### config.mk
export PLATFORM = sky130hd
export DESIGN_NAME = mpa_pos_ctrl
export DESIGN_NICKNAME = d
export VERILOG_FILES = /design/src/rtl/core/mpa_pkg.sv /design/src/rtl/core/mpa_pos_ctrl.sv
export SDC_FILE = /design/constraint.sdc
export NUM_CORES = 1
export LEC_CHECK = 0
export ABC_CLOCK_PERIOD_IN_PS = 5420
export BUFFER_PORTS_ARGS = -buffer_cell sky130_fd_sc_hd__buf_2
export CAP_MARGIN = 10
export CORE_MARGIN = 2
export CORE_UTILIZATION = 45
export CTS_CLUSTER_SIZE = 16
export DETAILED_ROUTE_END_ITERATION = 8
export PLACE_DENSITY = 0.68
export RECOVER_POWER = 25
export SLEW_MARGIN = 20
export SYNTH_ARGS = -nofsm -noshare
export SYNTH_HDL_FRONTEND = slang
export SYNTH_SLANG_ARGS = --single-unit
export TNS_END_PERCENT = 5
### constraint.sdc
create_clock -name aclk -period 5.42 [get_ports aclk]
set_input_delay 1.355 -clock aclk [delete_from_list [all_inputs] [get_ports aclk]]
set_output_delay 1.355 -clock aclk [all_outputs]
set_load 0.02 [all_outputs]
### src/rtl/core/mpa_pkg.sv
// Shared constants, register codes and flag structs of the max pooling block.
// Used by every module of the block; depends on nothing.
package mpa_pkg;

    // Default sizing of the block
    localparam int SAMPLE_BITS   = 16;
    localparam int MAX_MAP_WIDTH = 256;
    localparam int MAX_WINDOW    = 8;

    // Fixed field and register widths
    localparam int OFFSET_BITS      = 3;
    localparam int WINDOW_SIZE_BITS = 4;
    localparam int MAP_WIDTH_BITS   = 9;
    localparam int MAP_COUNT_BITS   = 9;
    localparam int CFG_DATA_BITS    = 9;
    localparam int CFG_INDEX_BITS   = 2;

    // Map index within a batch
    localparam int MAP_CTR_BITS = 8;
    localparam int MAX_MAPS     = 256;

    // Register values after reset
    localparam int WINDOW_SIZE_RESET = 2;
    localparam int MAP_WIDTH_RESET   = 28;
    localparam int MAP_COUNT_RESET   = 1;

    // Result queue
    localparam int FIFO_DEPTH    = 3;
    localparam int FIFO_PTR_BITS = $clog2(FIFO_DEPTH);
    localparam int FIFO_CNT_BITS = $clog2(FIFO_DEPTH + 1);

    // Configuration register indexes
    typedef enum logic [CFG_INDEX_BITS-1:0] {
        CFG_WINDOW_SIZE = 2'd0,
        CFG_MAP_WIDTH   = 2'd1,
        CFG_MAP_COUNT   = 2'd2
    } cfg_index_t;

    // Position flags of one accepted pixel
    typedef struct packed {
        logic in_range;   // pixel lies in a whole window
        logic first;      // first pixel of its window
        logic last;       // last pixel of its window
        logic map_end;    // last window of the map
        logic batch_end;  // last window of the last map
    } pix_flags_t;

    // End markers of one result word
    typedef struct packed {
        logic map_done;
        logic batch_done;
    } res_flags_t;

endpackage

### src/rtl/core/mpa_pos_ctrl.sv
// Configuration registers, raster position counters and window position tracking.
// Recomputes window offsets by serial division after reset and register writes; uses mpa_pkg.
module mpa_pos_ctrl #(
    parameter int MAX_MAP_WIDTH = mpa_pkg::MAX_MAP_WIDTH,
    parameter int MAX_WINDOW    = mpa_pkg::MAX_WINDOW,
    localparam int CNT_W  = (MAX_MAP_WIDTH > 1) ? $clog2(MAX_MAP_WIDTH) : 1,
    localparam int WOFF_W = (MAX_WINDOW > 1) ? $clog2(MAX_WINDOW) : 1
) (
    input  logic                                 aclk,
    input  logic                                 aresetn,
    input  logic                                 cfg_write,
    input  logic [mpa_pkg::CFG_INDEX_BITS-1:0]   cfg_index,
    input  logic [mpa_pkg::CFG_DATA_BITS-1:0]    cfg_data,
    input  logic                                 advance,
    output logic                                 busy,
    output logic [CNT_W-1:0]                     rd_addr,
    output logic [WOFF_W-1:0]                    win_row,
    output logic [WOFF_W-1:0]                    win_col,
    output mpa_pkg::pix_flags_t                  flags
);

    localparam int DIV_W  = CNT_W + 1;
    localparam int WIN_W  = $clog2(MAX_WINDOW + 1);
    localparam int STEP_W = $clog2(DIV_W + 1);
    localparam int NDIV   = 3;

    typedef enum logic [1:0] {
        ST_LOAD,
        ST_DIVIDE,
        ST_READY
    } state_t;

    state_t state_reg;
    logic [STEP_W-1:0] step_reg;

    logic [mpa_pkg::WINDOW_SIZE_BITS-1:0] window_size_reg;
    logic [mpa_pkg::MAP_WIDTH_BITS-1:0]   map_width_reg;
    logic [mpa_pkg::MAP_COUNT_BITS-1:0]   map_count_reg;

    logic [CNT_W-1:0]  col_reg;
    logic [CNT_W-1:0]  row_reg;
    logic [WOFF_W-1:0] wcol_reg;
    logic [WOFF_W-1:0] wrow_reg;
    logic [CNT_W-1:0]  ocol_reg;
    logic [CNT_W-1:0]  orow_reg;
    logic [DIV_W-1:0]  nwin_reg;
    logic [mpa_pkg::MAP_CTR_BITS-1:0] map_reg;

    logic [DIV_W-1:0] dvd_reg  [NDIV];
    logic [WIN_W-1:0] rem_reg  [NDIV];
    logic [DIV_W-1:0] dvd_next [NDIV];
    logic [WIN_W-1:0] rem_next [NDIV];
    logic [WIN_W:0]   trial    [NDIV];
    logic [WIN_W-1:0] dsr_reg;

    logic [WIN_W-1:0]                   k;
    logic [DIV_W-1:0]                   w;
    logic [mpa_pkg::MAP_COUNT_BITS-1:0] m;

    logic [WIN_W-1:0] k_m1;
    logic [DIV_W-1:0] nwin_m1;
    logic [WIN_W-1:0] wcol_inc;
    logic [WIN_W-1:0] wrow_inc;
    logic             col_wrap;
    logic             row_wrap;
    logic             map_wrap;

    // Clamp registers into their working ranges
    always_comb begin
        if (window_size_reg == '0) begin
            k = WIN_W'(1);
        end else if (int'(window_size_reg) > MAX_WINDOW) begin
            k = WIN_W'(MAX_WINDOW);
        end else begin
            k = WIN_W'(window_size_reg);
        end
        if (map_width_reg == '0) begin
            w = DIV_W'(1);
        end else if (int'(map_width_reg) > MAX_MAP_WIDTH) begin
            w = DIV_W'(MAX_MAP_WIDTH);
        end else begin
            w = DIV_W'(map_width_reg);
        end
        if (map_count_reg == '0) begin
            m = mpa_pkg::MAP_COUNT_BITS'(1);
        end else if (int'(map_count_reg) > mpa_pkg::MAX_MAPS) begin
            m = mpa_pkg::MAP_COUNT_BITS'(mpa_pkg::MAX_MAPS);
        end else begin
            m = map_count_reg;
        end
    end

    // One restoring division step on column, row and width in parallel
    always_comb begin
        for (int i = 0; i < NDIV; i++) begin
            trial[i] = {rem_reg[i], dvd_reg[i][DIV_W-1]};
            if (trial[i] >= {1'b0, dsr_reg}) begin
                rem_next[i] = WIN_W'(trial[i] - {1'b0, dsr_reg});
                dvd_next[i] = {dvd_reg[i][DIV_W-2:0], 1'b1};
            end else begin
                rem_next[i] = WIN_W'(trial[i]);
                dvd_next[i] = {dvd_reg[i][DIV_W-2:0], 1'b0};
            end
        end
    end

    // Wrap conditions of the position counters
    assign wcol_inc = WIN_W'(wcol_reg) + WIN_W'(1);
    assign wrow_inc = WIN_W'(wrow_reg) + WIN_W'(1);
    assign col_wrap = ({1'b0, col_reg} + DIV_W'(1)) >= w;
    assign row_wrap = ({1'b0, row_reg} + DIV_W'(1)) >= w;
    assign map_wrap = (mpa_pkg::MAP_COUNT_BITS'(map_reg) + mpa_pkg::MAP_COUNT_BITS'(1)) >= m;

    // Classify the pixel at the current position
    assign k_m1    = k - WIN_W'(1);
    assign nwin_m1 = nwin_reg - DIV_W'(1);
    always_comb begin
        flags.in_range  = ({1'b0, ocol_reg} < nwin_reg) && ({1'b0, orow_reg} < nwin_reg);
        flags.first     = (wcol_reg == '0) && (wrow_reg == '0);
        flags.last      = (WIN_W'(wcol_reg) == k_m1) && (WIN_W'(wrow_reg) == k_m1);
        flags.map_end   = flags.last && ({1'b0, ocol_reg} == nwin_m1)
                          && ({1'b0, orow_reg} == nwin_m1);
        flags.batch_end = flags.map_end && map_wrap;
    end

    assign busy    = (state_reg != ST_READY);
    assign rd_addr = ocol_reg;
    assign win_row = wrow_reg;
    assign win_col = wcol_reg;

    // Hold registers, sequence the divider, advance the position
    always_ff @(posedge aclk) begin
        if (!aresetn) begin
            state_reg       <= ST_LOAD;
            step_reg        <= '0;
            window_size_reg <= mpa_pkg::WINDOW_SIZE_BITS'(mpa_pkg::WINDOW_SIZE_RESET);
            map_width_reg   <= mpa_pkg::MAP_WIDTH_BITS'(mpa_pkg::MAP_WIDTH_RESET);
            map_count_reg   <= mpa_pkg::MAP_COUNT_BITS'(mpa_pkg::MAP_COUNT_RESET);
            col_reg         <= '0;
            row_reg         <= '0;
            wcol_reg        <= '0;
            wrow_reg        <= '0;
            ocol_reg        <= '0;
            orow_reg        <= '0;
            nwin_reg        <= '0;
            map_reg         <= '0;
        end else if (cfg_write) begin
            unique case (cfg_index)
                mpa_pkg::CFG_WINDOW_SIZE: begin
                    window_size_reg <= cfg_data[mpa_pkg::WINDOW_SIZE_BITS-1:0];
                end
                mpa_pkg::CFG_MAP_WIDTH: begin
                    map_width_reg <= cfg_data[mpa_pkg::MAP_WIDTH_BITS-1:0];
                end
                mpa_pkg::CFG_MAP_COUNT: begin
                    map_count_reg <= cfg_data[mpa_pkg::MAP_COUNT_BITS-1:0];
                end
                default: begin
                end
            endcase
            state_reg <= ST_LOAD;
        end else begin
            unique case (state_reg)
                ST_LOAD: begin
                    dvd_reg[0] <= {1'b0, col_reg};
                    dvd_reg[1] <= {1'b0, row_reg};
                    dvd_reg[2] <= w;
                    for (int i = 0; i < NDIV; i++) begin
                        rem_reg[i] <= '0;
                    end
                    dsr_reg   <= k;
                    step_reg  <= '0;
                    state_reg <= ST_DIVIDE;
                end
                ST_DIVIDE: begin
                    for (int i = 0; i < NDIV; i++) begin
                        dvd_reg[i] <= dvd_next[i];
                        rem_reg[i] <= rem_next[i];
                    end
                    step_reg <= step_reg + STEP_W'(1);
                    if (step_reg == STEP_W'(DIV_W - 1)) begin
                        ocol_reg  <= CNT_W'(dvd_next[0]);
                        wcol_reg  <= WOFF_W'(rem_next[0]);
                        orow_reg  <= CNT_W'(dvd_next[1]);
                        wrow_reg  <= WOFF_W'(rem_next[1]);
                        nwin_reg  <= dvd_next[2];
                        state_reg <= ST_READY;
                    end
                end
                ST_READY: begin
                    if (advance) begin
                        if (col_wrap) begin
                            col_reg  <= '0;
                            wcol_reg <= '0;
                            ocol_reg <= '0;
                            if (row_wrap) begin
                                row_reg  <= '0;
                                wrow_reg <= '0;
                                orow_reg <= '0;
                                map_reg  <= map_wrap ? '0
                                                     : map_reg + mpa_pkg::MAP_CTR_BITS'(1);
                            end else begin
                                row_reg <= row_reg + CNT_W'(1);
                                if (wrow_inc >= k) begin
                                    wrow_reg <= '0;
                                    orow_reg <= orow_reg + CNT_W'(1);
                                end else begin
                                    wrow_reg <= WOFF_W'(wrow_inc);
                                end
                            end
                        end else begin
                            col_reg <= col_reg + CNT_W'(1);
                            if (wcol_inc >= k) begin
                                wcol_reg <= '0;
                                ocol_reg <= ocol_reg + CNT_W'(1);
                            end else begin
                                wcol_reg <= WOFF_W'(wcol_inc);
                            end
                        end
                    end
                end
                default: begin
                    state_reg <= ST_LOAD;
                end
            endcase
        end
    end

endmodule

---- Word level (Yosys, flattened, before mapping) ----
Memory sizes are Yosys's and may differ from the RTL's.
Cells that the tools add are included.
operators by class
  add/sub/neg operators ................... 16
  $lt $le $gt $ge ......................... 13
  equality and inequality tests ........... 15
  mux-type cells .......................... 54
  bitwise logic cells ..................... 9
  reduce and logical (&&, ||, !) cells .... 30
operators by type and width
  operator                                           count
  2-to-1 mux 8 bit                                   12
  2-to-1 mux 9 bit                                   7
  adder 8 x 1 -> 8 bit (second input constant)       5
  2-to-1 mux 4 bit                                   8
  one-hot mux 8 bit (2 select lines)                 2
  adder 8 x 1 -> 9 bit (second input constant)       3
  >= comparator 9 bit                                3
  2-to-1 mux 3 bit                                   9
  equality test 8 x 9 -> 1 bit                       2
  > comparator 9 bit (second input constant)         2
  zero test 9 bit                                    2
  < comparator 8 x 9 -> 1 bit                        2
  >= comparator 5 x 4 -> 1 bit                       3
  AND reduction 5 bit                                3
  one-hot mux 3 bit (2 select lines)                 2
  subtractor 4 bit                                   3
  2-to-1 mux 1 bit                                   11
  AND reduction 2 bit                                5
  AND reduction 3 bit                                3
  subtractor 9 x 1 -> 9 bit (second input constant)  1
  adder 3 x 1 -> 4 bit (second input constant)       2
  equality test 3 x 4 -> 1 bit                       2
  >= comparator 4 bit                                2
  != test 2 bit (second input constant)              4
  other kinds (20)                                   39
storage, ports and cells
  register bits after elaboration ......... 87
  bits in writable memories ............... 39
  input port bits ......................... 15
  output and inout port bits .............. 20
  memories kept ........................... 2
memory list
  name     depth  bits a word  rd ports  clocked after memory_dff  wr ports  line                source
  dvd_reg  3      9            3         0                         3         mpa_pos_ctrl.sv:49  logic [DIV_W-1:0] dvd_reg [NDIV];
  rem_reg  3      4            3         0                         3         mpa_pos_ctrl.sv:50  logic [WIN_W-1:0] rem_reg [NDIV];

---- Logic depth before layout (Yosys ltp) ----
  depth in word-level cells ............... 9
  mapped depth ............................ 12

---- Least setup slack after synthesis ----
OpenSTA, ideal clock, no wires.
  path type ............................... input to register
  start ................................... input cfg_write
  end ..................................... memory dvd_reg[0][13] in the netlist's numbering, data pin
  data arrival time ....................... 5521 ps
  required time ........................... 5167 ps
  path slack .............................. -354 ps
  stages .................................. 6
  path buffers ............................ 2
  path through ............................ clkbuf_1 nor3_1 nand2_1 clkbuf_1 nand2_1 nand2_1
RTL lines
  what             line                source
  start, declared  mpa_pos_ctrl.sv:11  input logic cfg_write,
  end, declared    mpa_pos_ctrl.sv:49

==> flow_summary.json <==
{
  "cts_buffer_depth": 2,
  "drv_cap": 2,
  "syn2layout_area_growth_pct": 11.5,
  "startpoint_type": "register",
  "grt_max_degree": 40,
  "die_h_microns": 137,
  "grt-ovfl-total": 0,
  "worstMarginPinSlew_ns": 1.69,
  "timing_worst_setup_path_type": "register to output port",
  "cts_tree": "done",
  "fin_setup_tns_ns": 0,
  "synth_cell_type_count": 71,
  "fin_ws_ns": 0.932,
  "power_density_mw_per_mm2": 259,
  "min_period_over_period": 0.828,
  "min_from": "window_size_reg[3]",
  "worst_ep_arrival_time_ns": 3.13,
  "drive_gt1_frac": 0.0904,
  "path_buf_inv": 1,
  "vias": 6600,
  "via_per_inst": 5.67,
  "synth_edf_count": 43,
  "final_cell_mix": "nand2_1 (131), nor2_1 (83), dfxtp_1 (83)",
  "antenna_found_initial": 0,
  "r2r-end": "orow_reg[5]",
  "wl_per_cell_microns": 16.9,
  "dp_slack_ns": 1.37,
  "cp_common_cell": "and3_1",
  "slew_headroom": -0.125,
  "synthesis.area_sq_mm": 0.00793,
  "endpoint_kind": "output port",
  "cts_resized": 0,
  "clk_pin_slew_ns": 0.06,
  "async_reset_ff_frac": 0,
  "critPathTopFamily": "compound AO/OA/AOI/OAI gates",
  "postLayoutCoreUtil": 0.513,
  "numCtsBuffers": 17,
  "r2r_cells": 11,
  "core_sq_mm": 0.0172,
  "timing.rr.start": "row_reg[0]",
  "synth_ff_type": "dfxtp_1",
  "grt.total_usage": 0.223,
  "finalHoldViolCount": 0,
  "power_mw": 2.29,
  "postSynthAreaPerCell_sq_um": 8.81,
  "rows": 48,
  "first_pass_iters": 5,
  "cp_cell_sequence": "ha_1 > and3_1 > and3_1 > and3_1 > ha_1 > a2111oi_0 > a31o_2 > nor4_1 > buf_2",
  "chipWidth_microns": 137,
  "drt_iter0_markers": 430,
  "root_buffer": "clkbuf_16",
  "crit_fanout": 14,
  "synth.net_count": 994,
  "syn-instance-count": 900,
  "synth-seq-cells": 126,
  "whs_endpoint": "dsr_reg[3]",
  "pin_count": 35,
  "finalMaxSlewViolations": 70,
  "critPathMaxStageDelay_ns": 0.46,
  "rsz0062_at_grt": "false",
  "largest_register_ffs": 27,
  "postCtsSetupBuffers": 0,
  "fin_crit_ns": 4.49,
  "cts_sinks": 126,
  "cts_hold_buf": 0,
  "p_leak_nw": 3.67,
  "nNetsFinal": 1021,
  "die_area_sq_mm": 0.0187,
  "htree_levels": 4,
  "first_global_vias": 6098,
  "worstSkewPairLatency_ns": 0.43,
  "synth-seq-area-share": 0.373,
  "cpMaxStageDelayCell": "a31o_2",
  "hpwl_mm": 14.2,
  "final_common_cell": "nand2_1",
  "antennaDiodeCount": 0,
  "wl_mm": 19.7,
  "r2r_slack_ns": 1.84,
  "start_util": 0.460,
  "violations": "capacitance limit, slew limit",
  "grt_pass1_wl_mm": 32.1,
  "drcViolationCount": 0,
  "final_antenna_net_count": 0,
  "hold_depth": 0,
  "setup_violations": 0,
  "status": "finished, violations left",
  "port_buffers": 34,
  "timing.fmax_ghz": 0.223,
  "yosys_warnings": 0,
  "gp_congestion": 0.831,
  "min_path_type": "register to register",
  "required_ns": 4.07,
  "fin_skew_ns": 0.00742,
  "ir_drop_v": 0.000258
}
area by class of cell:
| type | instances | area, sq um |
|---|---|---|
| Clock inverter | 12 | 115 |
| Inverter | 43 | 164 |
| Timing Repair Buffer | 39 | 184 |
| Tap cell | 225 | 282 |
| Sequential cell | 126 | 2950 |
| Fill cell | 1624 | 8400 |
| Multi-Input combinational cell | 700 | 4670 |
| Clock buffer | 20 | 468 |
cells by family (layout without fill, tap and decap cells):
kind of cell / count (synthesis) / count (layout) / synth area share
flops: 126 / 126 / 0.373
buf+inv: 74 / 114 / 0.0393
compound gates: 180 / 180 / 0.150
mux: 35 / 35 / 0.0442
simple gates: 361 / 361 / 0.217
xor+xnor: 45 / 45 / 0.0497
fa+ha+maj: 79 / 79 / 0.128
Yosys cell counts (23+ instances only):
| master | n | share of area |
|---|---|---|
| nand2_1 | 131 | 0.062 |
| dfxtp_1 | 83 | 0.21 |
| nor2_1 | 83 | 0.039 |
| ha_1 | 76 | 0.12 |
| a21oi_1 | 56 | 0.035 |
| o21ai_0 | 44 | 0.028 |
| edfxtp_1 | 43 | 0.16 |
| inv_1 | 37 | 0.018 |
| mux2i_1 | 35 | 0.044 |
| nand3_1 | 32 | 0.020 |
| xor2_1 | 24 | 0.027 |
| nor3_1 | 23 | 0.015 |
per-layer routing:
layer	track usage	up-vias	wire, microns
li1	-	3277	-
met1	0.319	3076	9480
met2	0.340	220	8650
met3	0.0467	27	1250
met4	0.0642	0	301
met5	0	-	0
worst reg2reg max path, delay by kind of cell, from the launching register on:
kind | cells | cell delay, ns
AOI/OAI and AO/OA | 6 | 1.72
adders and majority gates | 2 | 0.53
DFF | 1 | 0.42
xor gates and xnor gates | 1 | 0.17
and+or+nand+nor | 2 | 0.54
worst max-delay path by stage:
stage,from,endpoint,cells past startpoint
finish,map_reg[0],flags[0],9
global route,map_reg[0],flags[0],9
CTS,map_reg[0],flags[0],9
global placement,map_reg[0],flags[0],9
detailed placement,map_reg[0],flags[0],9
floorplan,cfg_write,dvd_reg[0][13],6
per-stage QoR:
step | hold slack [ns] | area (sq um) | std cells
2_1_floorplan | 0.444 | 7930 | 900
3_3_place_gp | 0.455 | 8280 | 1133
3_5_place_dp | 0.463 | 8280 | 1133
4_1_cts | 0.469 | 8870 | 1165
5_1_grt | 0.484 | 8840 | 1165
6_report | 0.460 | 8840 | 1165
where the power goes:
group          internal, mW  leakage (nW)  total [mW]  switching, mW
sequential            0.997          1.08        1.01         0.0138
combinational        0.0487          2.29       0.148         0.0989
clock                 0.709         0.295        1.13          0.425
total                  1.75          3.67        2.29          0.538
Power figures use the tool's default switching activity.
