**src/rtl/core/mpa_pkg.sv**
```systemverilog
// Shared constants, register codes and flag structs of the max pooling block.
// Used by every module of the block; depends on nothing.
package mpa_pkg;

    // Default sizing of the block
    localparam int SAMPLE_BITS   = 16;
    localparam int MAX_MAP_WIDTH = 256;
    localparam int MAX_WINDOW    = 8;

    // Fixed field and register widths
    localparam int OFFSET_BITS      = 3;
    localparam int WINDOW_SIZE_BITS = 4;
    localparam int MAP_WIDTH_BITS   = 9;
    localparam int MAP_COUNT_BITS   = 9;
    localparam int CFG_DATA_BITS    = 9;
    localparam int CFG_INDEX_BITS   = 2;

    // Map index within a batch
    localparam int MAP_CTR_BITS = 8;
    localparam int MAX_MAPS     = 256;

    // Register values after reset
    localparam int WINDOW_SIZE_RESET = 2;
    localparam int MAP_WIDTH_RESET   = 28;
    localparam int MAP_COUNT_RESET   = 1;

    // Result queue
    localparam int FIFO_DEPTH    = 3;
    localparam int FIFO_PTR_BITS = $clog2(FIFO_DEPTH);
    localparam int FIFO_CNT_BITS = $clog2(FIFO_DEPTH + 1);

    // Configuration register indexes
    typedef enum logic [CFG_INDEX_BITS-1:0] {
        CFG_WINDOW_SIZE = 2'd0,
        CFG_MAP_WIDTH   = 2'd1,
        CFG_MAP_COUNT   = 2'd2
    } cfg_index_t;

    // Position flags of one accepted pixel
    typedef struct packed {
        logic in_range;   // pixel lies in a whole window
        logic first;      // first pixel of its window
        logic last;       // last pixel of its window
        logic map_end;    // last window of the map
        logic batch_end;  // last window of the last map
    } pix_flags_t;

    // End markers of one result word
    typedef struct packed {
        logic map_done;
        logic batch_done;
    } res_flags_t;

endpackage

```
**src/rtl/core/mpa_out_fifo.sv**
```systemverilog
// Small result queue that decouples the compare stage from the output channel.
// Depth and counter widths come from mpa_pkg.
module mpa_out_fifo #(
    parameter int DATA_W = 8
) (
    input  logic                                aclk,
    input  logic                                aresetn,
    input  logic                                push,
    input  logic [DATA_W-1:0]                   push_data,
    input  logic                                pop,
    output logic                                out_valid,
    output logic [DATA_W-1:0]                   out_data,
    output logic [mpa_pkg::FIFO_CNT_BITS-1:0]   count
);

    localparam int PTR_W = (mpa_pkg::FIFO_PTR_BITS > 0) ? mpa_pkg::FIFO_PTR_BITS : 1;

    logic [DATA_W-1:0]                 entry_reg [mpa_pkg::FIFO_DEPTH];
    logic [PTR_W-1:0]                  wr_ptr_reg;
    logic [PTR_W-1:0]                  rd_ptr_reg;
    logic [mpa_pkg::FIFO_CNT_BITS-1:0] count_reg;
    logic                              do_pop;

    function automatic logic [PTR_W-1:0] ptr_inc(input logic [PTR_W-1:0] p);
        if (p == PTR_W'(mpa_pkg::FIFO_DEPTH - 1)) begin
            return '0;
        end
        return p + PTR_W'(1);
    endfunction

    assign out_valid = (count_reg != '0);
    assign out_data  = entry_reg[rd_ptr_reg];
    assign count     = count_reg;
    assign do_pop    = pop && out_valid;

    // Advance pointers and occupancy
    always_ff @(posedge aclk) begin
        if (!aresetn) begin
            wr_ptr_reg <= '0;
            rd_ptr_reg <= '0;
            count_reg  <= '0;
        end else begin
            if (push) begin
                wr_ptr_reg <= ptr_inc(wr_ptr_reg);
            end
            if (do_pop) begin
                rd_ptr_reg <= ptr_inc(rd_ptr_reg);
            end
            if (push && !do_pop) begin
                count_reg <= count_reg + mpa_pkg::FIFO_CNT_BITS'(1);
            end else if (do_pop && !push) begin
                count_reg <= count_reg - mpa_pkg::FIFO_CNT_BITS'(1);
            end
        end
    end

    // Store the pushed word
    always_ff @(posedge aclk) begin
        if (push) begin
            entry_reg[wr_ptr_reg] <= push_data;
        end
    end

endmodule

```
**config.mk**
```make
export PLATFORM = sky130hd
export DESIGN_NAME = mpa_out_fifo
export DESIGN_NICKNAME = d
export VERILOG_FILES = /design/src/rtl/core/mpa_pkg.sv /design/src/rtl/core/mpa_out_fifo.sv
export SDC_FILE = /design/constraint.sdc
export NUM_CORES = 1
export LEC_CHECK = 0
export ABC_AREA = 1
export BUFFER_PORTS_ARGS = -buffer_cell sky130_fd_sc_hd__buf_2
export CORE_MARGIN = 1.5
export CORE_UTILIZATION = 50
export CTS_BUF_LIST = sky130_fd_sc_hd__clkbuf_16
export CTS_CLUSTER_SIZE = 8
export DETAILED_ROUTE_END_ITERATION = 10
export GPL_ROUTABILITY_DRIVEN = 0
export PLACE_DENSITY = 0.74
export SYNTH_ARGS = -nofsm -noshare
export SYNTH_HDL_FRONTEND = slang
export SYNTH_SLANG_ARGS = --single-unit
```
**constraint.sdc**
```tcl
create_clock -name aclk -period 1.7 [get_ports aclk]
set_input_delay 0.34 -clock aclk [delete_from_list [all_inputs] [get_ports aclk]]
set_output_delay 0.34 -clock aclk [all_outputs]
set_load 0.1 [all_outputs]
```
* Word-level counts from Yosys, hierarchy flattened *
Memories as Yosys holds them, arrays and structs flattened. A register that Yosys moved wholly into a read port is not among the register bits.
Index checks and enable logic that the tools add are counted.

cells by class
  add/sub/neg operators = 4
  $mul = 0
  divide/modulo/power cells = 0
  order comparisons = 0
  equal/unequal tests = 2
  shift-type cells = 0
  mux-type cells = 16
  bitwise operators = 0
  reductions and logical operators = 7

operators with widths
  operator                                          number
  2-to-1 mux 2 bit                                  8
  2-to-1 mux 1 bit                                  8
  adder 2 x 1 -> 2 bit, second input constant       3
  equality test 2 bit, second input constant        2
  nonzero test 2 bit                                2
  logical AND 1 bit                                 3
  logical NOT 1 bit                                 2
  subtractor 2 x 1 -> 2 bit, second input constant  1

storage, ports and cells
  bits in registers = 6
  bits in latches = 0
  bits in writable memories = 24
  memory bits (read-only) = 0
  input port bits = 12
  output and inout bits = 11
  word-level logic and storage cells = 33
  memories kept = 1

memory list
  memory     words  width  read ports  clocked after Yosys merged registers in  wr ports  RTL line            RTL
  entry_reg  3      8      1           1                                        1         mpa_out_fifo.sv:18  logic [DATA_W-1:0] entry_reg [mpa_pkg::FIFO_DEPTH];

* Longest topological paths before layout *
Gate-level depths: netlist (run 1).

  word-level depth = 7
  mapped depth = 9
  mapped depth without buffers = 9

* Worst setup path after synthesis (run 1) *
Ideal clock, no wire load.

  path type = register to output
  start = reg (tool-made name)
  end = out out_data[0]
  data arrival time = 2.067 ns
  data required time = 1.360 ns
  slack = -0.707 ns
  stages on the path, launching flop included = 5
  cell sequence = dfxtp_1 buf_2 inv_2 nand2_1 a21oi_1

RTL lines
  item           RTL line            RTL
  end, declared  mpa_out_fifo.sv:12  output logic [DATA_W-1:0] out_data,

==> impl_metrics.ini, run 1 <==
[timing]
setup_violations = 0
final.period_utilization_pct = 96.7
worst_slew_pin_slew_ns = 0.485
finalHoldViolations = 0
drv_slew = 0
fmax_mhz = 608
max_slew_margin_pct = 67.9
rsz0062_at_grt = no
setup_ws_ns = 0.0559
fin_crit_ns = 1.64
finalClockSkew_ns = 0.00277
tns_ns = 0

[synth]
synth_xor_area_share_pct = 0
yosys.area_share.simple_pct = 12.2
yosysWarnings = 0
yosysUniqueCellTypes = 16
muxShareOfSynthArea_pct = 0
syn_inst = 109
syn-num-nets = 122
synth_top_family_by_area = simple AND/OR/NAND/NOR gates
synth_fa_ha_area_share_pct = 1.02
syn-mean-instance-area_sq_um = 11.2
yosysTopAreaCell = edfxtp_1
synth.top_cell.area_share_pct = 58.9
synth_area_sq_um = 1220
synth_compound_area_share_pct = 9.41
ys_seq_area_share_pct = 72.0
synthTopCellsByArea = edfxtp_1, dfxtp_1, a21oi_1
ys_seq_elements = 32

[power]
seqPwrFrac_pct = 34.2
p_clk_share_pct = 29.3
switching_share_pct = 37.3
irDropWorstVdd_mv = 1.14
power.density_nw_per_um2 = 1610
combPwrFrac_pct = 36.5
total_power_mw = 2.77
switchingPower_mw = 1.03
p_int_mw = 1.74
p_leak_nw = 0.693

[setup_path]
critPathRequiredTime_ns = 1.36
crit_path_max_fanout = 9
endpoint_kind = primary output
cpPeakStageDelay_ns = 0.37
arrival_ns = 1.30
r2r_slack_ns = 0.34
cp-start-kind = flop
path_class = flop to primary output
path_delay_family = flip-flops
worstPathCellList = inv_2, nand2_1, a21oi_2, buf_12
path_buf_inv = 2
cp_slowest_cell = dfxtp_2

[cts]
cts_tree = done
clock_latency_ns = 0.27
path_clk_slew_ns = 0.05
cts.sinks = 32
root_buffer = clkbuf_16
cts_buffers = 5
cts-htree-levels = 2
cts.path.max_buffers = 2

[layout]
n_antenna_cell = 0
largest_reg_flops = 24
final_nets = 150
area_growth_pct = 40.2
final_cells = 166
final_layout_size_suffix_gt1_share_pct = 34.1

[min_path]
min_path_type = primary input to flop

[placed_design]
post-dp-hpwl_um = 1600
io_buffers = 22
pre_cts_slack_ns = 0.259
post-place-cells = 158

[routing]
totalWireLength_um = 2360
viasPerCell = 5.31
drt_first_pass_iters = 4
ant_nets = 0
wl_per_cell_um = 14.2
drc = 0
drtIter0Drc = 18
vias = 882

[global_routing]
antenna_found_initial = 0
grt_pass1_wl_um = 3640
grt_pass1_vias = 824
grtUsageTotal_pct = 19.8
grt_overflow = 0
grt_max_degree = 11

[run_status]
status = finished, final reports clean

[job]
max_cap_viol_count = 0

[die]
core_sq_um = 2250
fp.dieH_um = 52.5
die_x_um = 52.5
rows = 17
pin_count = 23
die-area_sq_um = 2750
start_util_pct = 54.3
==> power groups by stage <==
stage	registers (mW)	logic, mW	clock network, mW
floorplan	1.00	0.666	0
global placement	0.955	0.996	0
detailed placement	0.958	1.01	0
CTS	0.947	1.01	0.814
global route	0.952	1.05	0.854
finish	0.947	1.01	0.812
==> per-layer routing <==
metal | routed length, um | up-vias | global-route usage [%] | share of wire [%]
met5 | 0 | - | 0 | 0
met4 | 40 | 0 | 8.97 | 1.7
met3 | 124 | 5 | 6.57 | 5.3
met2 | 1260 | 23 | 34.6 | 54
met1 | 929 | 431 | 21.5 | 39
li1 | - | 423 | - | -
==> through the flow <==
step | hold slack [ns] | util [%] | cell area [sq um]
after CTS | 0.268 | 76.1 | 1720
after global routing | 0.270 | 76.1 | 1720
after global placement | 0.448 | 69.8 | 1570
final | 0.272 | 76.1 | 1720
after detailed placement | 0.477 | 69.8 | 1570
after floorplan | 0.439 | - | 1310
==> area by class of cell <==
cell class	count	area, sq um
clock buffers	5	125
inverters	15	56.3
flip-flops and latches	32	886
multi-input cells	60	362
clock inverters	3	13.8
well taps	28	35.0
fillers	146	539
repair buffers	23	238
==> logic make-up (layout without fill, tap and decap cells) <==
kind of cell | Yosys count | in the layout
AO/OA/AOI/OAI | 22 | 22
adder cells (fa/ha/maj) | 1 | 1
buffers and inverters | 17 | 46
flip-flops | 32 | 32
AND/OR/NAND/NOR | 37 | 37
==> synth_stat cells <==
library cell and count:
inv_2 3, nand2_1 18, o21a_1 1, ha_1 1, o21ai_0 1, nor2_1 13, nor3_1 1, o211ai_1 1
nand4_1 1, a21oi_1 19, buf_2 2, nand3_1 3, dfxtp_1 8, inv_1 12, edfxtp_1 24, nand2_2 1
==> placed cells by master, fill, tap and decap left out, types with 2 or more instances in the layout <==
cell type  netlist  final
a21oi_1         19     11
a21oi_4          0      7
buf_12           0      8
buf_2            2     14
clkbuf_16        0      5
clkinv_2         0      2
dfxtp_1          8      4
dfxtp_2          0      4
edfxtp_1        24     24
inv_1           12     12
inv_2            3      3
nand2_1         18     17
nand2_2          1      2
nand3_1          3      3
nor2_1          13     13
==> worst register-to-register path, delay by kind of cell (launching register included) <==
| kind | cells | cell delay [ns] |
|---|---|---|
| flops | 1 | 0.37 |
| fa+ha+maj | 1 | 0.26 |
| simple gates | 3 | 0.24 |
| compound gates | 1 | 0.23 |
| buf+inv | 3 | 0.20 |
==> worst paths after layout <==
path,start,to,cells past startpoint
max,flop,out_data[0],4
min,push_data[4],entry_reg[2][4],1
max reg2reg,count[0],count[1],8
min reg2reg,count[0],count[0],1
==> timing repair <==
item                                    in CTS  in global routing
setup buffers                                0                  0
endpoints found under the setup margin       8                  0
hold buffers                                 0                  0
gates resized for setup                      2                  0
Power figures use the tool's default switching activity.
==> run 2, diff against run 1 <==
--- a/config.mk
+++ b/config.mk
@@ -12,8 +12,9 @@
 export CTS_BUF_LIST = sky130_fd_sc_hd__clkbuf_16
 export CTS_CLUSTER_SIZE = 8
 export DETAILED_ROUTE_END_ITERATION = 10
-export GPL_ROUTABILITY_DRIVEN = 0
-export PLACE_DENSITY = 0.74
+export GPL_ROUTABILITY_DRIVEN = 1
+export PLACE_DENSITY = 0.75
+export SKIP_LAST_GASP = 1
 export SYNTH_ARGS = -nofsm -noshare
 export SYNTH_HDL_FRONTEND = slang
 export SYNTH_SLANG_ARGS = --single-unit
==> impl_metrics.ini, run 2 (synthesis gave the netlist of run 1 again) <==
[run_status]
status = finished, final reports clean

[power]
seqPwrFrac_pct = 32.4
irDropWorstVdd_mv = 1.30
power.density_nw_per_um2 = 1680
combPwrFrac_pct = 34.6
p_clk_share_pct = 33.0
p_int_mw = 1.89
switching_share_pct = 35.6
total_power_mw = 2.93
switchingPower_mw = 1.04
p_leak_nw = 0.701

[die]
fp.dieH_um = 52.5
pin_count = 23
core_sq_um = 2250
start_util_pct = 54.3
die_x_um = 52.5
die-area_sq_um = 2750
rows = 17

[timing]
worst_slew_pin_slew_ns = 0.483
rsz0062_at_grt = no
tns_ns = 0
setup_ws_ns = 0.0835
fmax_mhz = 619
final.period_utilization_pct = 95.1
finalClockSkew_ns = 0.00357
fin_crit_ns = 1.62
setup_violations = 0
drv_slew = 0
finalHoldViolations = 0
max_slew_margin_pct = 68.0

[setup_path]
endpoint_kind = primary output
critPathRequiredTime_ns = 1.36
worst_r2r_path_depth = 8
path_class = flop to primary output
cp-start-kind = flop
crit_path_max_fanout = 9
arrival_ns = 1.28

[routing]
totalWireLength_um = 2450
drc = 0
drtIter0Drc = 23
ant_nets = 0
vias = 873
drt_first_pass_iters = 6
viasPerCell = 5.26
wl_per_cell_um = 14.7

[job]
max_cap_viol_count = 0

[cts]
clock_latency_ns = 0.27
cts_tree = done
cts-htree-levels = 2
hold_buffers = 0
cts.sinks = 32
cts.path.max_buffers = 2
cts_buffers = 5
root_buffer = clkbuf_16
path_clk_slew_ns = 0.05

[layout]
area_growth_pct = 42.1
final_layout_size_suffix_gt1_share_pct = 33.3
n_fill_cell = 149
largest_reg_flops = 24
layout_common_cells = edfxtp_1, nand2_1, buf_2, nor2_1, inv_1
final_common_cell = edfxtp_1
final_cells = 166
final_nets = 150
n_antenna_cell = 0

[placed_design]
post-dp-hpwl_um = 1710
gp_congestion = 0.744
post-place-cells = 158
pre_cts_slack_ns = 0.264
io_buffers = 22

[global_routing]
grt_pass1_vias = 877
antenna_found_initial = 0
grt_pass1_wl_um = 3940
grt_overflow = 0
grt_max_degree = 11
grtUsageTotal_pct = 21.7

[min_path]
min_path_type = primary input to flop
holdPathStages = 1
## run 2: cell types whose count changed in the layout (fill, tap and decap cells not counted)
cell	before	now
bufinv_16	0	1
clkinv_2	2	0
clkinv_1	1	2
## run 2: path summary, 6_finish.rpt
path | start | endpoint | slack, ns
worst max-delay path | flop | out_data[4] | 0.08
worst max register to register | count[0] | count[1] | 0.33
worst min register to register | count[0] | count[0] | 0.49
worst min-delay path | push_data[4] | entry_reg[1][4] | 0.27
## run 2: stage by stage
stage	util [%]	hold slack, ns	area, sq um
detailed placement	69.8	0.480	1570
global placement	69.8	0.448	1570
finish	77.1	0.272	1740
floorplan	-	0.439	1310
global route	77.1	0.270	1740
CTS	77.1	0.269	1740
## run 2: layer usage
layer / share of wire [%] / vias up / global-route usage [%]
li1: - / 427 / -
met1: 38 / 399 / 23.2
met2: 53 / 38 / 36.7
met3: 5.8 / 9 / 6.29
met4: 2.6 / 0 / 14.5
met5: 0 / - / 0
## run 2: final cells by class
cell class              count  area [sq um]  area share (%)
inverters                  15          56.3            3.24
well taps                  28          35.0            2.01
repair buffers             23           238            13.7
clock buffers               5           125            7.19
flip-flops and latches     32           886            50.9
clock inverters             3          37.5            2.16
multi-input cells          60           362            20.8
## run 2: timing repair
action / CTS / global route
pin swaps: 0 / 0
setup endpoints to repair: 7 / 8
gates resized for setup: 1 / 1
setup buffers: 0 / 0
## run 2: power by group through the flow
| stage | clock (mW) | sequential, mW | combinational, mW |
|---|---|---|---|
| after CTS | 0.976 | 0.947 | 1.02 |
| after global routing | 1.00 | 0.956 | 1.05 |
| after global placement | 0 | 0.955 | 0.996 |
| after detailed placement | 0 | 0.959 | 1.02 |
| after floorplan | 0 | 1.00 | 0.666 |
| final | 0.966 | 0.948 | 1.01 |
## run 2: worst max-delay path, stage by stage, from the launching register on
cell,delay (ns)
dfxtp_2,0.36
inv_2,0.14
nand2_1,0.11
a21oi_4,0.19
buf_12,0.19
==> run 3, diff against run 2 <==
--- a/config.mk
+++ b/config.mk
@@ -7,6 +7,7 @@
 export LEC_CHECK = 0
 export ABC_AREA = 1
 export BUFFER_PORTS_ARGS = -buffer_cell sky130_fd_sc_hd__buf_2
+export CORE_ASPECT_RATIO = 1.2
 export CORE_MARGIN = 1.5
 export CORE_UTILIZATION = 50
 export CTS_BUF_LIST = sky130_fd_sc_hd__clkbuf_16
==> constraint.sdc (replaced) <==
create_clock -name aclk -period 1.7 [get_ports aclk]
set_input_delay 0.34 -clock aclk [delete_from_list [all_inputs] [get_ports aclk]]
set_output_delay 0.34 -clock aclk [all_outputs]
set_load 0.02 [all_outputs]
==> impl_metrics.ini, run 3 (synthesis gave the netlist of run 1 again) <==
[timing]
drv_slew = 0
tns_ns = 0
finalHoldViolations = 0
fin_crit_ns = 1.60
max_slew_margin_pct = 77.0
finalClockSkew_ns = 0.00190
setup_violations = 0
fmax_mhz = 627
worst_slew_pin_slew_ns = 0.345
final.period_utilization_pct = 93.9
rsz0062_at_grt = no

[power]
irDropWorstVdd_mv = 1.16
p_leak_nw = 0.643
power.density_nw_per_um2 = 1470

[die]
die_x_um = 48.2
pin_count = 23
die-area_sq_um = 2750
rows = 19
start_util_pct = 53.1
core_sq_um = 2310
fp.dieH_um = 57.2

[setup_path]
endpoint_kind = primary output
arrival_ns = 1.26
path_class = flop to primary output
r2r_start = count[0]
r2r_slack_ns = 0.28
cp-start-kind = flop
critPathRequiredTime_ns = 1.36
worst_r2r_path_depth = 8
crit_path_max_fanout = 9
r2r-end = count[1]

[cts]
hold_buffers = 0
root_buffer = clkbuf_16
path_clk_slew_ns = 0.05
cts_resized = 0
cts_buffers = 5
cts.sinks = 32
cts_setup_buffers = 0
cts_tree = done
cts-htree-levels = 2
clock_latency_ns = 0.27
cts.path.max_buffers = 2

[layout]
area_growth_pct = 25.3
final_common_cell = edfxtp_1
fin_area_sq_um = 1530
final_layout_size_suffix_gt1_share_pct = 23.9
layout_common_cells = edfxtp_1, buf_2, a21oi_1, nand2_1, nor2_1
largest_reg_flops = 24
n_antenna_cell = 0
final_nets = 150

[routing]
vias = 865
viasPerCell = 5.12
wl_per_cell_um = 12.8
drc = 0
top_layer = met4
totalWireLength_um = 2170
ant_nets = 0
drt_first_pass_iters = 4
wl_met3_um = 125
wl_met2_um = 1190
drtIter0Drc = 21
wl_met1_um = 795

[placed_design]
post-dp-hpwl_um = 1560
io_buffers = 22
gp_congestion = 0.743
place_area_sq_um = 1370

[min_path]
min_path_type = primary input to flop
holdCritStartpoint = push_data[4]
holdPathStages = 1
holdPathEnd = entry_reg[0][4]

[global_routing]
grt_max_degree = 11
grtUsageTotal_pct = 18.7
grt_pass1_vias = 856
antenna_found_initial = 0
grt_pass1_wl_um = 3380
grt_overflow = 0

[job]
max_cap_viol_count = 0

[run_status]
status = finished, final reports clean
## run 3: cell type report
cell class / instances / area (sq um)
timing repair buffer: 23 / 118
sequential: 32 / 881
tap: 31 / 38.8
fill: 197 / 773
inverter: 15 / 56.3
clock buffer: 5 / 125
multi-input combinational: 60 / 277
clock inverter: 3 / 37.5
## run 3: how the worst max path moves through the flow
stage	startpoint	endpoint	slack [ns]	depth (start not counted)
2_1_floorplan	count[0]	count[1]	0.30	8
3_3_place_gp	count[0]	count[1]	0.36	8
3_5_place_dp	count[0]	count[1]	0.30	8
4_1_cts	flop	out_data[2]	0.10	4
5_1_grt	flop	out_data[7]	0.008	4
6_report	flop	out_data[5]	0.10	4
## run 3: critical path, stage by stage, from the launching register on
cell     delay [ns]
dfxtp_1        0.40
inv_2          0.18
nand2_1        0.07
a21oi_1        0.15
buf_2          0.18
## run 3: per-layer routing
layer,vias up,global-route usage [%]
li1,426,-
met1,407,18.5
met2,26,30.8
met3,6,8.23
met4,0,10.0
met5,-,0
## run 3: power breakdown
part	internal, mW	switching [mW]
Clock	0.678	0.283
Sequential	0.897	0.0438
Combinational	0.119	0.232
## run 3: per-stage QoR
stage	std cells	hold slack, ns	util, %	worst slack (ns)	power [mW]
after floorplan	109	0.439	-	0.304	1.19
after CTS	169	0.267	66.5	0.102	2.27
final	169	0.272	66.5	0.104	2.25
after global placement	161	0.448	59.4	0.363	1.30
after global routing	169	0.263	66.5	0.00798	2.35
after detailed placement	161	0.453	59.4	0.301	1.31
